**src/rtl/cfp_pkg.sv**
```systemverilog
package cfp_pkg;

    localparam logic [7:0]  MAGIC_HI    = 8'h41;
    localparam logic [7:0]  MAGIC_LO    = 8'h42;
    localparam logic [15:0] MAGIC_RESET = {MAGIC_HI, MAGIC_LO};

    localparam logic [3:0]  HDR_MAGIC_END   = 4'd2;
    localparam logic [3:0]  HDR_VERSION_END = 4'd4;
    localparam logic [3:0]  HDR_COMMAND_END = 4'd6;
    localparam logic [3:0]  HDR_LENGTH_END  = 4'd10;
    localparam logic [3:0]  HDR_LAST        = 4'd13;

    localparam logic [31:0] BODY_SEQ_END     = 32'd4;
    localparam logic [31:0] BODY_STAMP_END   = 32'd12;
    localparam logic [31:0] BODY_PAYLOAD_END = 32'd16;
    localparam logic [31:0] BODY_MIN         = 32'd16;

    localparam int RESULT_BITS = 258;
    localparam int TDATA_BITS  = 264;

    typedef enum logic [2:0] {
        PH_HEADER = 3'b001,
        PH_BODY   = 3'b010,
        PH_DROP   = 3'b100
    } phase_t;

    typedef enum logic [1:0] {
        ST_OK            = 2'd0,
        ST_BAD_MAGIC     = 2'd1,
        ST_CSUM_MISMATCH = 2'd2,
        ST_BODY_SHORT    = 2'd3
    } status_t;

    // first member lands in the highest bits
    typedef struct packed {
        logic [31:0] payload_word;
        logic [63:0] time_stamp;
        logic [31:0] sequence_number;
        logic [31:0] checksum_computed;
        logic [31:0] checksum_received;
        logic [31:0] body_length;
        logic [15:0] command;
        logic [15:0] version;
        status_t     status;
    } result_t;

endpackage

```
**src/rtl/checksummed_frame_parser.sv**
```systemverilog
// channel   | dir | tdata (low bit up)                                 | tuser
// s_        | in  | rx_byte[7:0]                                       | conn_start
// m_        | out | status, version, command, body_length,            | -
//           |     | checksum_received, checksum_computed,              |
//           |     | sequence_number, time_stamp, payload_word, 0 pad   |
// cfg_wr    | in  | magic_word[15:0]                                   | -
//
// One byte per cycle while s_tready is high; a status request is registered into the output
// register, or into the skid stage while m_ stalls, from the byte that ends the packet.
// Reset is synchronous, active low; magic_word returns to "AB".
// A one-entry skid stage behind the output register keeps s_tready high
// while m_tready stalls with one request held; it drops only while the skid is full.
module checksummed_frame_parser (
    input  logic        aclk,
    input  logic        aresetn,
    input  logic        cfg_wr_en,
    input  logic [15:0] cfg_wr_data,
    input  logic        s_tvalid,
    output logic        s_tready,
    input  logic [7:0]  s_tdata,   // rx_byte[7:0]
    input  logic        s_tuser,   // conn_start
    output logic        m_tvalid,
    input  logic        m_tready,
    output logic [cfp_pkg::TDATA_BITS-1:0] m_tdata  // status[1:0], version[17:2],
                                                    // command[33:18], body_length[65:34],
                                                    // checksum_received[97:66],
                                                    // checksum_computed[129:98],
                                                    // sequence_number[161:130],
                                                    // time_stamp[225:162],
                                                    // payload_word[257:226], zero pad
);

    logic [15:0]      magic_word_reg;
    cfp_pkg::phase_t  phase_reg, phase_next, phase_b;
    logic [3:0]       hidx_reg, hidx_next, hidx_b;
    logic [15:0]      magic_reg, magic_next, magic_b;
    logic [15:0]      version_reg, version_next, version_b;
    logic [15:0]      command_reg, command_next, command_b;
    logic [31:0]      length_reg, length_next, length_b;
    logic [31:0]      csum_reg, csum_next, csum_b;
    logic [31:0]      count_reg, count_next, count_b;
    logic [31:0]      sum_reg, sum_next, sum_b;
    logic [31:0]      seq_reg, seq_next, seq_b;
    logic [63:0]      stamp_reg, stamp_next, stamp_b;
    logic [31:0]      payload_reg, payload_next, payload_b;

    cfp_pkg::result_t res;
    logic             res_fire;
    cfp_pkg::result_t out_data_reg;
    logic             out_valid_reg;
    cfp_pkg::result_t skid_data_reg;
    logic             skid_valid_reg;

    logic       s_fire;
    logic [7:0] b;
    logic [31:0] body_sum;
    logic [31:0] body_cnt;

    assign s_tready = !skid_valid_reg;
    assign s_fire   = s_tvalid && s_tready;
    assign b        = s_tdata;
    assign m_tvalid = out_valid_reg;
    assign m_tdata  = {{(cfp_pkg::TDATA_BITS - cfp_pkg::RESULT_BITS){1'b0}}, out_data_reg};

    // conn_start discards the packet in progress
    assign phase_b   = s_tuser ? cfp_pkg::PH_HEADER : phase_reg;
    assign hidx_b    = s_tuser ? 4'd0  : hidx_reg;
    assign magic_b   = s_tuser ? 16'd0 : magic_reg;
    assign version_b = s_tuser ? 16'd0 : version_reg;
    assign command_b = s_tuser ? 16'd0 : command_reg;
    assign length_b  = s_tuser ? 32'd0 : length_reg;
    assign csum_b    = s_tuser ? 32'd0 : csum_reg;
    assign count_b   = s_tuser ? 32'd0 : count_reg;
    assign sum_b     = s_tuser ? 32'd0 : sum_reg;
    assign seq_b     = s_tuser ? 32'd0 : seq_reg;
    assign stamp_b   = s_tuser ? 64'd0 : stamp_reg;
    assign payload_b = s_tuser ? 32'd0 : payload_reg;

    assign body_sum    = sum_b + {24'd0, b};
    assign body_cnt    = count_b + 32'd1;

    always_comb begin
        phase_next   = phase_reg;
        hidx_next    = hidx_reg;
        magic_next   = magic_reg;
        version_next = version_reg;
        command_next = command_reg;
        length_next  = length_reg;
        csum_next    = csum_reg;
        count_next   = count_reg;
        sum_next     = sum_reg;
        seq_next     = seq_reg;
        stamp_next   = stamp_reg;
        payload_next = payload_reg;
        res_fire     = 1'b0;
        res          = '0;
        if (s_fire) begin
            phase_next   = phase_b;
            hidx_next    = hidx_b;
            magic_next   = magic_b;
            version_next = version_b;
            command_next = command_b;
            length_next  = length_b;
            csum_next    = csum_b;
            count_next   = count_b;
            sum_next     = sum_b;
            seq_next     = seq_b;
            stamp_next   = stamp_b;
            payload_next = payload_b;
            case (phase_b)
                cfp_pkg::PH_HEADER: begin
                    if (hidx_b < cfp_pkg::HDR_MAGIC_END) begin
                        magic_next = {magic_b[7:0], b};
                    end else if (hidx_b < cfp_pkg::HDR_VERSION_END) begin
                        version_next = {version_b[7:0], b};
                    end else if (hidx_b < cfp_pkg::HDR_COMMAND_END) begin
                        command_next = {command_b[7:0], b};
                    end else if (hidx_b < cfp_pkg::HDR_LENGTH_END) begin
                        length_next = {length_b[23:0], b};
                    end else begin
                        csum_next = {csum_b[23:0], b};
                    end
                    hidx_next = hidx_b + 4'd1;
                    if (hidx_b == cfp_pkg::HDR_LAST) begin
                        hidx_next                = 4'd0;
                        count_next               = 32'd0;
                        sum_next                 = 32'd0;
                        res.version              = version_b;
                        res.command              = command_b;
                        res.body_length          = length_b;
                        res.checksum_received    = csum_next;
                        if (magic_b != magic_word_reg) begin
                            res_fire   = 1'b1;
                            res.status = cfp_pkg::ST_BAD_MAGIC;
                            phase_next = cfp_pkg::PH_DROP;
                        end else if (length_b == 32'd0) begin
                            res_fire   = 1'b1;
                            res.status = (csum_next != 32'd0) ? cfp_pkg::ST_CSUM_MISMATCH
                                                              : cfp_pkg::ST_BODY_SHORT;
                            phase_next = cfp_pkg::PH_DROP;
                        end else begin
                            phase_next = cfp_pkg::PH_BODY;
                        end
                    end
                end
                cfp_pkg::PH_BODY: begin
                    sum_next = body_sum;
                    if (count_b < cfp_pkg::BODY_SEQ_END) begin
                        seq_next = {seq_b[23:0], b};
                    end else if (count_b < cfp_pkg::BODY_STAMP_END) begin
                        stamp_next = {stamp_b[55:0], b};
                    end else if (count_b < cfp_pkg::BODY_PAYLOAD_END) begin
                        payload_next = {payload_b[23:0], b};
                    end
                    count_next = body_cnt;
                    if (body_cnt >= length_b) begin
                        res_fire              = 1'b1;
                        phase_next            = cfp_pkg::PH_DROP;
                        res.version           = version_b;
                        res.command           = command_b;
                        res.body_length       = length_b;
                        res.checksum_received = csum_b;
                        res.checksum_computed = body_sum;
                        if (body_sum != csum_b) begin
                            res.status = cfp_pkg::ST_CSUM_MISMATCH;
                        end else if (length_b < cfp_pkg::BODY_MIN) begin
                            res.status = cfp_pkg::ST_BODY_SHORT;
                        end else begin
                            res.status          = cfp_pkg::ST_OK;
                            res.sequence_number = seq_next;
                            res.time_stamp      = stamp_next;
                            res.payload_word    = payload_next;
                        end
                    end
                end
                default: begin
                end
            endcase
        end
    end

    always_ff @(posedge aclk) begin
        if (!aresetn) begin
            magic_word_reg <= cfp_pkg::MAGIC_RESET;
            phase_reg      <= cfp_pkg::PH_HEADER;
            hidx_reg       <= 4'd0;
            magic_reg      <= 16'd0;
            version_reg    <= 16'd0;
            command_reg    <= 16'd0;
            length_reg     <= 32'd0;
            csum_reg       <= 32'd0;
            count_reg      <= 32'd0;
            sum_reg        <= 32'd0;
            seq_reg        <= 32'd0;
            stamp_reg      <= 64'd0;
            payload_reg    <= 32'd0;
            out_valid_reg  <= 1'b0;
            skid_valid_reg <= 1'b0;
        end else begin
            if (cfg_wr_en) begin
                magic_word_reg <= cfg_wr_data;
            end
            phase_reg   <= phase_next;
            hidx_reg    <= hidx_next;
            magic_reg   <= magic_next;
            version_reg <= version_next;
            command_reg <= command_next;
            length_reg  <= length_next;
            csum_reg    <= csum_next;
            count_reg   <= count_next;
            sum_reg     <= sum_next;
            seq_reg     <= seq_next;
            stamp_reg   <= stamp_next;
            payload_reg <= payload_next;
            if (s_fire && res_fire) begin
                if (!out_valid_reg || m_tready) begin
                    out_valid_reg <= 1'b1;
                end else begin
                    skid_valid_reg <= 1'b1;
                end
            end else if (out_valid_reg && m_tready) begin
                if (skid_valid_reg) begin
                    skid_valid_reg <= 1'b0;
                end else begin
                    out_valid_reg <= 1'b0;
                end
            end
        end
    end

    always_ff @(posedge aclk) begin
        if (s_fire && res_fire) begin
            if (!out_valid_reg || m_tready) begin
                out_data_reg <= res;
            end else begin
                skid_data_reg <= res;
            end
        end else if (out_valid_reg && m_tready && skid_valid_reg) begin
            out_data_reg <= skid_data_reg;
        end
    end

    a_skid_behind_out: assert property (@(posedge aclk) disable iff (!aresetn)
        skid_valid_reg |-> out_valid_reg)
        else $error("skid holds a request while output register is empty");

    a_fail_no_body: assert property (@(posedge aclk) disable iff (!aresetn)
        (m_tvalid && (m_tdata[1:0] != cfp_pkg::ST_OK)) |->
            (m_tdata[257:130] == 128'd0))
        else $error("failed packet carries body fields");

    a_bad_magic_sum: assert property (@(posedge aclk) disable iff (!aresetn)
        (m_tvalid && (m_tdata[1:0] == cfp_pkg::ST_BAD_MAGIC)) |->
            (m_tdata[129:98] == 32'd0))
        else $error("bad magic request carries a body sum");

    a_drop_after_result: assert property (@(posedge aclk) disable iff (!aresetn)
        (s_fire && res_fire) |=> (phase_reg == cfp_pkg::PH_DROP))
        else $error("parser not in drop phase after a result");

endmodule

```
**config.mk**
```make
export PLATFORM = sky130hd
export DESIGN_NAME = checksummed_frame_parser
export DESIGN_NICKNAME = d
export VERILOG_FILES = /design/src/rtl/cfp_pkg.sv /design/src/rtl/checksummed_frame_parser.sv
export SDC_FILE = /design/constraint.sdc
export NUM_CORES = 2
export LEC_CHECK = 0
export BUFFER_PORTS_ARGS = -buffer_cell sky130_fd_sc_hd__buf_2
export CORE_ASPECT_RATIO = 1.1
export CORE_MARGIN = 1
export CORE_UTILIZATION = 56
export CTS_CLUSTER_DIAMETER = 60
export DETAILED_ROUTE_END_ITERATION = 6
export GPL_ROUTABILITY_DRIVEN = 1
export PLACE_DENSITY = 0.79
export RECOVER_POWER = 25
export SKIP_LAST_GASP = 1
export SYNTH_ARGS = -nofsm -noshare
export SYNTH_HDL_FRONTEND = slang
export SYNTH_SLANG_ARGS = --single-unit
```
**constraint.sdc**
```tcl
create_clock -name aclk -period 63.3 [get_ports aclk]
set_clock_uncertainty 0.2 [all_clocks]
set_input_delay 9.495 -clock aclk [delete_from_list [all_inputs] [get_ports aclk]]
set_output_delay 9.495 -clock aclk [all_outputs]
set_load 0.01 [all_outputs]
```
# After elaboration in Yosys (flattened, before gate mapping)
# Cells that the tools add are included.
word_totals:
  register_bits: 845
  in_bits: 30
  out_inout_bits: 266
  word_cells: 150
op_classes:
  addsub: 3
  magnitude_cmp: 9
  eq_ne: 8
  n_mux: 81
  n_bitwise: 1
  reduce_logical: 15
ops:
  columns: ["cell", "n"]
  rows:
  - ["258-bit 2-to-1 mux", 5]
  - ["32-bit 2-to-1 mux", 26]
  - ["128-bit 2-to-1 mux", 2]
  - ["64-bit 2-to-1 mux", 4]
  - ["98-bit one-hot mux with 2 select lines", 1]
  - ["16-bit 2-to-1 mux", 12]
  - ["160-bit 2-to-1 mux", 1]
  - ["32-bit one-hot mux with 2 select lines", 2]
  - ["98-bit 2-to-1 mux", 1]
  - ["32-bit by 5-bit < comparator with 1-bit output, second input constant", 2]
  - ["32-bit by 1-bit adder with 32-bit output, second input constant", 1]
  - ["32-bit by 8-bit adder with 32-bit output", 1]
  - ["32-bit greater-or-equal comparator", 1]
  - ["32-bit zero test", 1]
  - ["32-bit by 3-bit < comparator with 1-bit output, second input constant", 1]
  - ["32-bit by 4-bit < comparator with 1-bit output, second input constant", 1]
  - ["32-bit inequality test", 1]
  - ["32-bit nonzero test", 1]
  - ["16-bit inequality test", 1]
  - ["3-bit 2-to-1 mux", 5]
  - ["1-bit 2-to-1 mux", 13]
  - ["4-bit 2-to-1 mux", 3]
  - ["4-bit by 3-bit < comparator with 1-bit output, second input constant", 2]
  - ["2-bit 2-to-1 mux", 4]
  - ["17 further kinds", 25]

# Depth between registers and ports, before layout
logic_depth:
  ltp_word: 17
  mapped_depth: 36
  depth_no_buf: 20

# Worst setup path after synthesis
# Ideal clock, no wire load.
synth_path:
  path_kind: "input port to flip-flop"
  from: "input port s_tuser"
  to: "register out_data_reg (netlist bit m_tdata[0]), enable pin"
  setup_ps: 962
  t_arrival_ps: 27218
  required_time_ps: 62138
  path_slack_ps: 34920
  stages: 31
  n_path_buf: 14
  path_cell_list: "buf_2 > buf_6 > buf_2 > buf_2 > buf_2 > buf_2 > buf_1 > buf_1 > buf_1 > clkbuf_1 > buf_1 > nor2b_1 > ha_1 > nand2_1 > or2_2 > clkbuf_1 > nor4_1 > nand4_1 > nor3_1 > nand3_1 > xor2_1 > nor2_1 > ha_1 > nand4_1 > o21ai_0 > a21oi_1 > nor2_1 > clkbuf_1 > o21ai_0 > clkbuf_1 > a21oi_1"
synth_between:
  elab_chain_cells: 10
  word_cells_on_any_way: 22
  classes_between: "add/sub (1); order compare (1); eq/ne (5); mux (11); reduce/logical (4)"
synth_lines:
  columns: ["item", "line_no", "rtl"]
  rows:
  - ["from (decl)", "checksummed_frame_parser.sv:21", "input logic s_tuser,"]
  - ["branches (longest 5 deep; another with 32-bit by 1-bit adder with 32-bit output)", null, null]
  - ["1-bit one-hot mux with 2 select lines (*)", "checksummed_frame_parser.sv:110", "case (phase_b)"]
  - ["1-bit 2-to-1 mux (*)", "checksummed_frame_parser.sv:97", "if (s_fire) begin"]
  - ["1-bit logical AND (*)", "checksummed_frame_parser.sv:232", "if (s_fire && res_fire) begin"]
  - ["2-bit by 1-bit inequality test with 1-bit output (no source line) / 2-bit nonzero test (equally long branches)", null, null]
  - ["2-bit AND reduction (no source line) (*)", null, null]
  - ["to (signal assigned)", "checksummed_frame_parser.sv:234", "out_data_reg <= res;"]
  - ["to (signal assigned)", "checksummed_frame_parser.sv:239", "out_data_reg <= skid_data_reg;"]
  - ["to (decl)", "checksummed_frame_parser.sv:49", "cfp_pkg::result_t out_data_reg;"]
# Every way passes the cells marked *.
# A chain may end at the register's enable or synchronous reset.

# Final worst setup path
layout_path:
  from: "input port s_tuser"
  to: "register out_data_reg (netlist bit m_tdata[161]), enable pin"
# The elaborated chain is that of the path after synthesis.

==> impl_metrics.toml <==
[place]
buffer_ports.inserted = 289
gp_congestion = 0.973
detailedPlacementHpwl_mm = 62.9

[clock_network]
insertion_delay_ns = 0.64
cts_num_sinks = 845
cts_tree = "done"
postCtsHoldBufs = 0
cts.root.buffer_cell = "sky130_fd_sc_hd__clkbuf_16"
cts_buffer_depth = 3
cts.reportedPaths.clkPinSlew_ns = 0.07
ctsResizeCount = 0
postCtsSetupRepairBufs = 0
cts.htree.levels = 3
cts_made_buffers = 86

[worst_setup_path]
setup.reg_to_reg.worst_slack_ns = 55.40
startpoint_type = "input pin"
critical_path.top_delay_family = "buffers and inverters"
slowest_delay_ns = 0.96
crit_path_frequent_cell = "sky130_fd_sc_hd__buf_4"
critical_path.cell_chain = "buf_6, buf_4, clkinv_2, buf_4, buf_4, nand2_1, nor2_1, nand4_1, nor3_1, nand3_1, xor2_1, nor2_1, ha_1, a21o_1, a21o_1, a21oi_1, o21ai_0, a21oi_1, nor2_4, o21ai_4, a21oi_4, buf_4, buf_4"
timing.critical_path.buf_inv = 7
critPathMaxFanout = 68
path_class = "in2reg"
critical_path_end_type = "flip-flop"
critical_path.slowest_cell = "sky130_fd_sc_hd__nor2_4"
critical_path_required_ns = 63.36
cp.arrival_ns = 17.13

[global_route]
antenna_found_initial = 3
maximum_number_of_pins_on_one_net_before_global_route_repair = 220
grt_pass1_vias = 26100
groute.usage.overall_pct = 28.1
first_pass_grt_wire_length_mm = 153
grt_remaining_overflow = 0

[timing]
period_share_pct = 27.0
final.hold.worst_slack_ns = 0.287
relSlewSlack_pct = -228
fin_setup_tns_ns = 0
finalHoldViolations = 0
drv_slew = 335
setup_viol = 0
period_minus_slack_ns = 17.07
unrepaired_setup_endpoints_after_global_routing = "no"
max_slew.worst_pin.slew_ns = 4.91
max_freq_ghz = 0.0586

[cells_and_area]
nFillCells = 5418
final_nets = 3779
area.sequential_um2 = 22100
multiInputGateArea_um2 = 15100
most-common-layout-cells = "sky130_fd_sc_hd__edfxtp_1, sky130_fd_sc_hd__nand2_1, sky130_fd_sc_hd__dfxtp_1"
final_common_cell = "sky130_fd_sc_hd__edfxtp_1"
syn_to_final_growth_pct = 11.2
drive_gt1_share_pct = 7.21

[drt]
postRouteWirelength_mm = 99.7
vias = 28200
route.detailed.drc = 0
vias_per_cell = 6.06
wl_per_cell_um = 21.4
number_of_design_rule_violations_left_by_the_first_detailed_router_iteration = 3043
drtPass1Iterations = 7
ant_nets = 0

[floorplan]
fp.coreArea_um2 = 67600
dieArea_um2 = 69400
floorplan.initialDensity_pct = 56.6
floorplan.die.width_um = 251
placement_rows = 100
io_pins = 296
height_of_the_die_um = 276

[yosys]
synth_enable_flop_cells = 516
synth_sequential_area_ratio_pct = 57.7
postSynth.topFlopCell = "sky130_fd_sc_hd__edfxtp_1"
syn-instance-count = 3572
mapped_area_um2 = 38300
async_reset_ff_share_pct = 0
syn_avg_cell_area_um2 = 10.7
post_synth_num_cell_types = 88
ys_warn_count = 0
yosys_register_bits = 845

[power]
share_clk_of_total_power_pct = 45.1
power.internal_uw = 872
power.ir.vdd_worst_mv = 0.0217
share_comb_of_total_power_pct = 2.4
p_leak_uw = 0.0145
switching_power_uw = 232
pwr-share-seq_pct = 52.5
switching_part_of_the_total_power_pct = 21.0
p_per_area_nw_per_um2 = 25.9

[status]
failing_checks = "capacitance limit, slew limit"
run_status = "complete, but fails checks"

[run]
drv_cap = 3

[min_path]
worst_hold_path_type = "reg2reg"
[per-layer routing]
metal / part of all wire [%] / global-route usage, % / wire [um] / vias up
li1: - / - / - / 13200
met1: 42 / 38.5 / 41600 / 13700
met2: 48 / 45.6 / 48000 / 1103
met3: 6.5 / 3.30 / 6470 / 209
met4: 3.7 / 11.2 / 3690 / 2
met5: 0.017 / 0 / 17 / -
[area by class of cell]
| cell class | count | share of cell area (%) |
|---|---|---|
| repair buffers | 328 | 3.38 |
| clock inverters | 37 | 0.797 |
| inverters | 18 | 0.162 |
| well taps | 867 | 2.55 |
| clock buffers | 123 | 5.72 |
| multi-input cells | 2433 | 35.5 |
| flip-flops and latches | 845 | 51.9 |
| diodes | 1 | 0.00588 |
[cells in the mapped netlist, types with 23 or more instances]
library cell	instances	area (um2)
sky130_fd_sc_hd__a21oi_1	113	566
sky130_fd_sc_hd__nor4_1	37	231
sky130_fd_sc_hd__nor2b_1	321	2010
sky130_fd_sc_hd__o21ai_0	238	1190
sky130_fd_sc_hd__buf_1	23	86.3
sky130_fd_sc_hd__ha_1	37	463
sky130_fd_sc_hd__nand3_1	47	235
sky130_fd_sc_hd__a21o_1	50	375
sky130_fd_sc_hd__clkbuf_1	223	837
sky130_fd_sc_hd__nor3b_1	37	278
sky130_fd_sc_hd__xnor2_1	69	604
sky130_fd_sc_hd__edfxtp_1	516	15500
sky130_fd_sc_hd__and2_1	46	288
sky130_fd_sc_hd__nor3_1	32	160
sky130_fd_sc_hd__nor2_1	330	1240
sky130_fd_sc_hd__a22oi_1	264	1980
sky130_fd_sc_hd__dfxtp_1	329	6590
sky130_fd_sc_hd__xor2_1	27	236
sky130_fd_sc_hd__a32oi_1	23	201
sky130_fd_sc_hd__and3_1	29	181
sky130_fd_sc_hd__mux2_2	35	394
sky130_fd_sc_hd__nand2_1	352	1320
sky130_fd_sc_hd__mux2i_1	126	1260
[kinds of logic after synthesis]
family | after synthesis | share of synthesized area (%)
and+or+nand+nor | 1316 | 17.3
DFF | 845 | 57.7
AOI/OAI and AO/OA | 816 | 14.0
buffers and inverters | 299 | 3.21
muxes | 161 | 4.33
xor gates and xnor gates | 97 | 2.26
adders and majority gates | 37 | 1.21
other | 1 | 0.00980
[per-stage QoR]
stage	setup WS (ns)	util (%)	instances	area (um2)	total power [uW]
finish	46.23	63.0	4652	42600	1100
global route	45.79	63.0	4652	42600	1130
CTS	46.37	63.5	4651	42900	1110
detailed placement	45.69	59.4	4491	40100	617
global placement	45.75	59.4	4491	40100	616
floorplan	34.92	-	3577	38300	609
[final timing paths]
| kind | to | start | depth (start not counted) |
|---|---|---|---|
| setup / recovery | m_tdata[161] | s_tuser | 23 |
| hold / removal | phase_reg[1] | phase_reg[1] | 2 |
| setup reg to reg | m_tdata[161] | count_reg[0] | 19 |
| hold reg to reg | phase_reg[1] | phase_reg[1] | 2 |
[power by group through the flow]
| stage | clock network, uW | logic (uW) | registers [uW] |
|---|---|---|---|
| after CTS | 504 | 25.3 | 579 |
| after global placement | 0 | 25.2 | 591 |
| after global routing | 526 | 28.0 | 579 |
| final | 498 | 26.5 | 580 |
| after floorplan | 0 | 17.7 | 591 |
| after detailed placement | 0 | 25.2 | 591 |
[worst min-delay path: stages, from the launching register on]
cell and delay, ns:
sky130_fd_sc_hd__dfxtp_1 0.33, sky130_fd_sc_hd__nand3_1 0.07, sky130_fd_sc_hd__nand2_1 0.05
No activity file was read; power rests on OpenSTA's default activity.
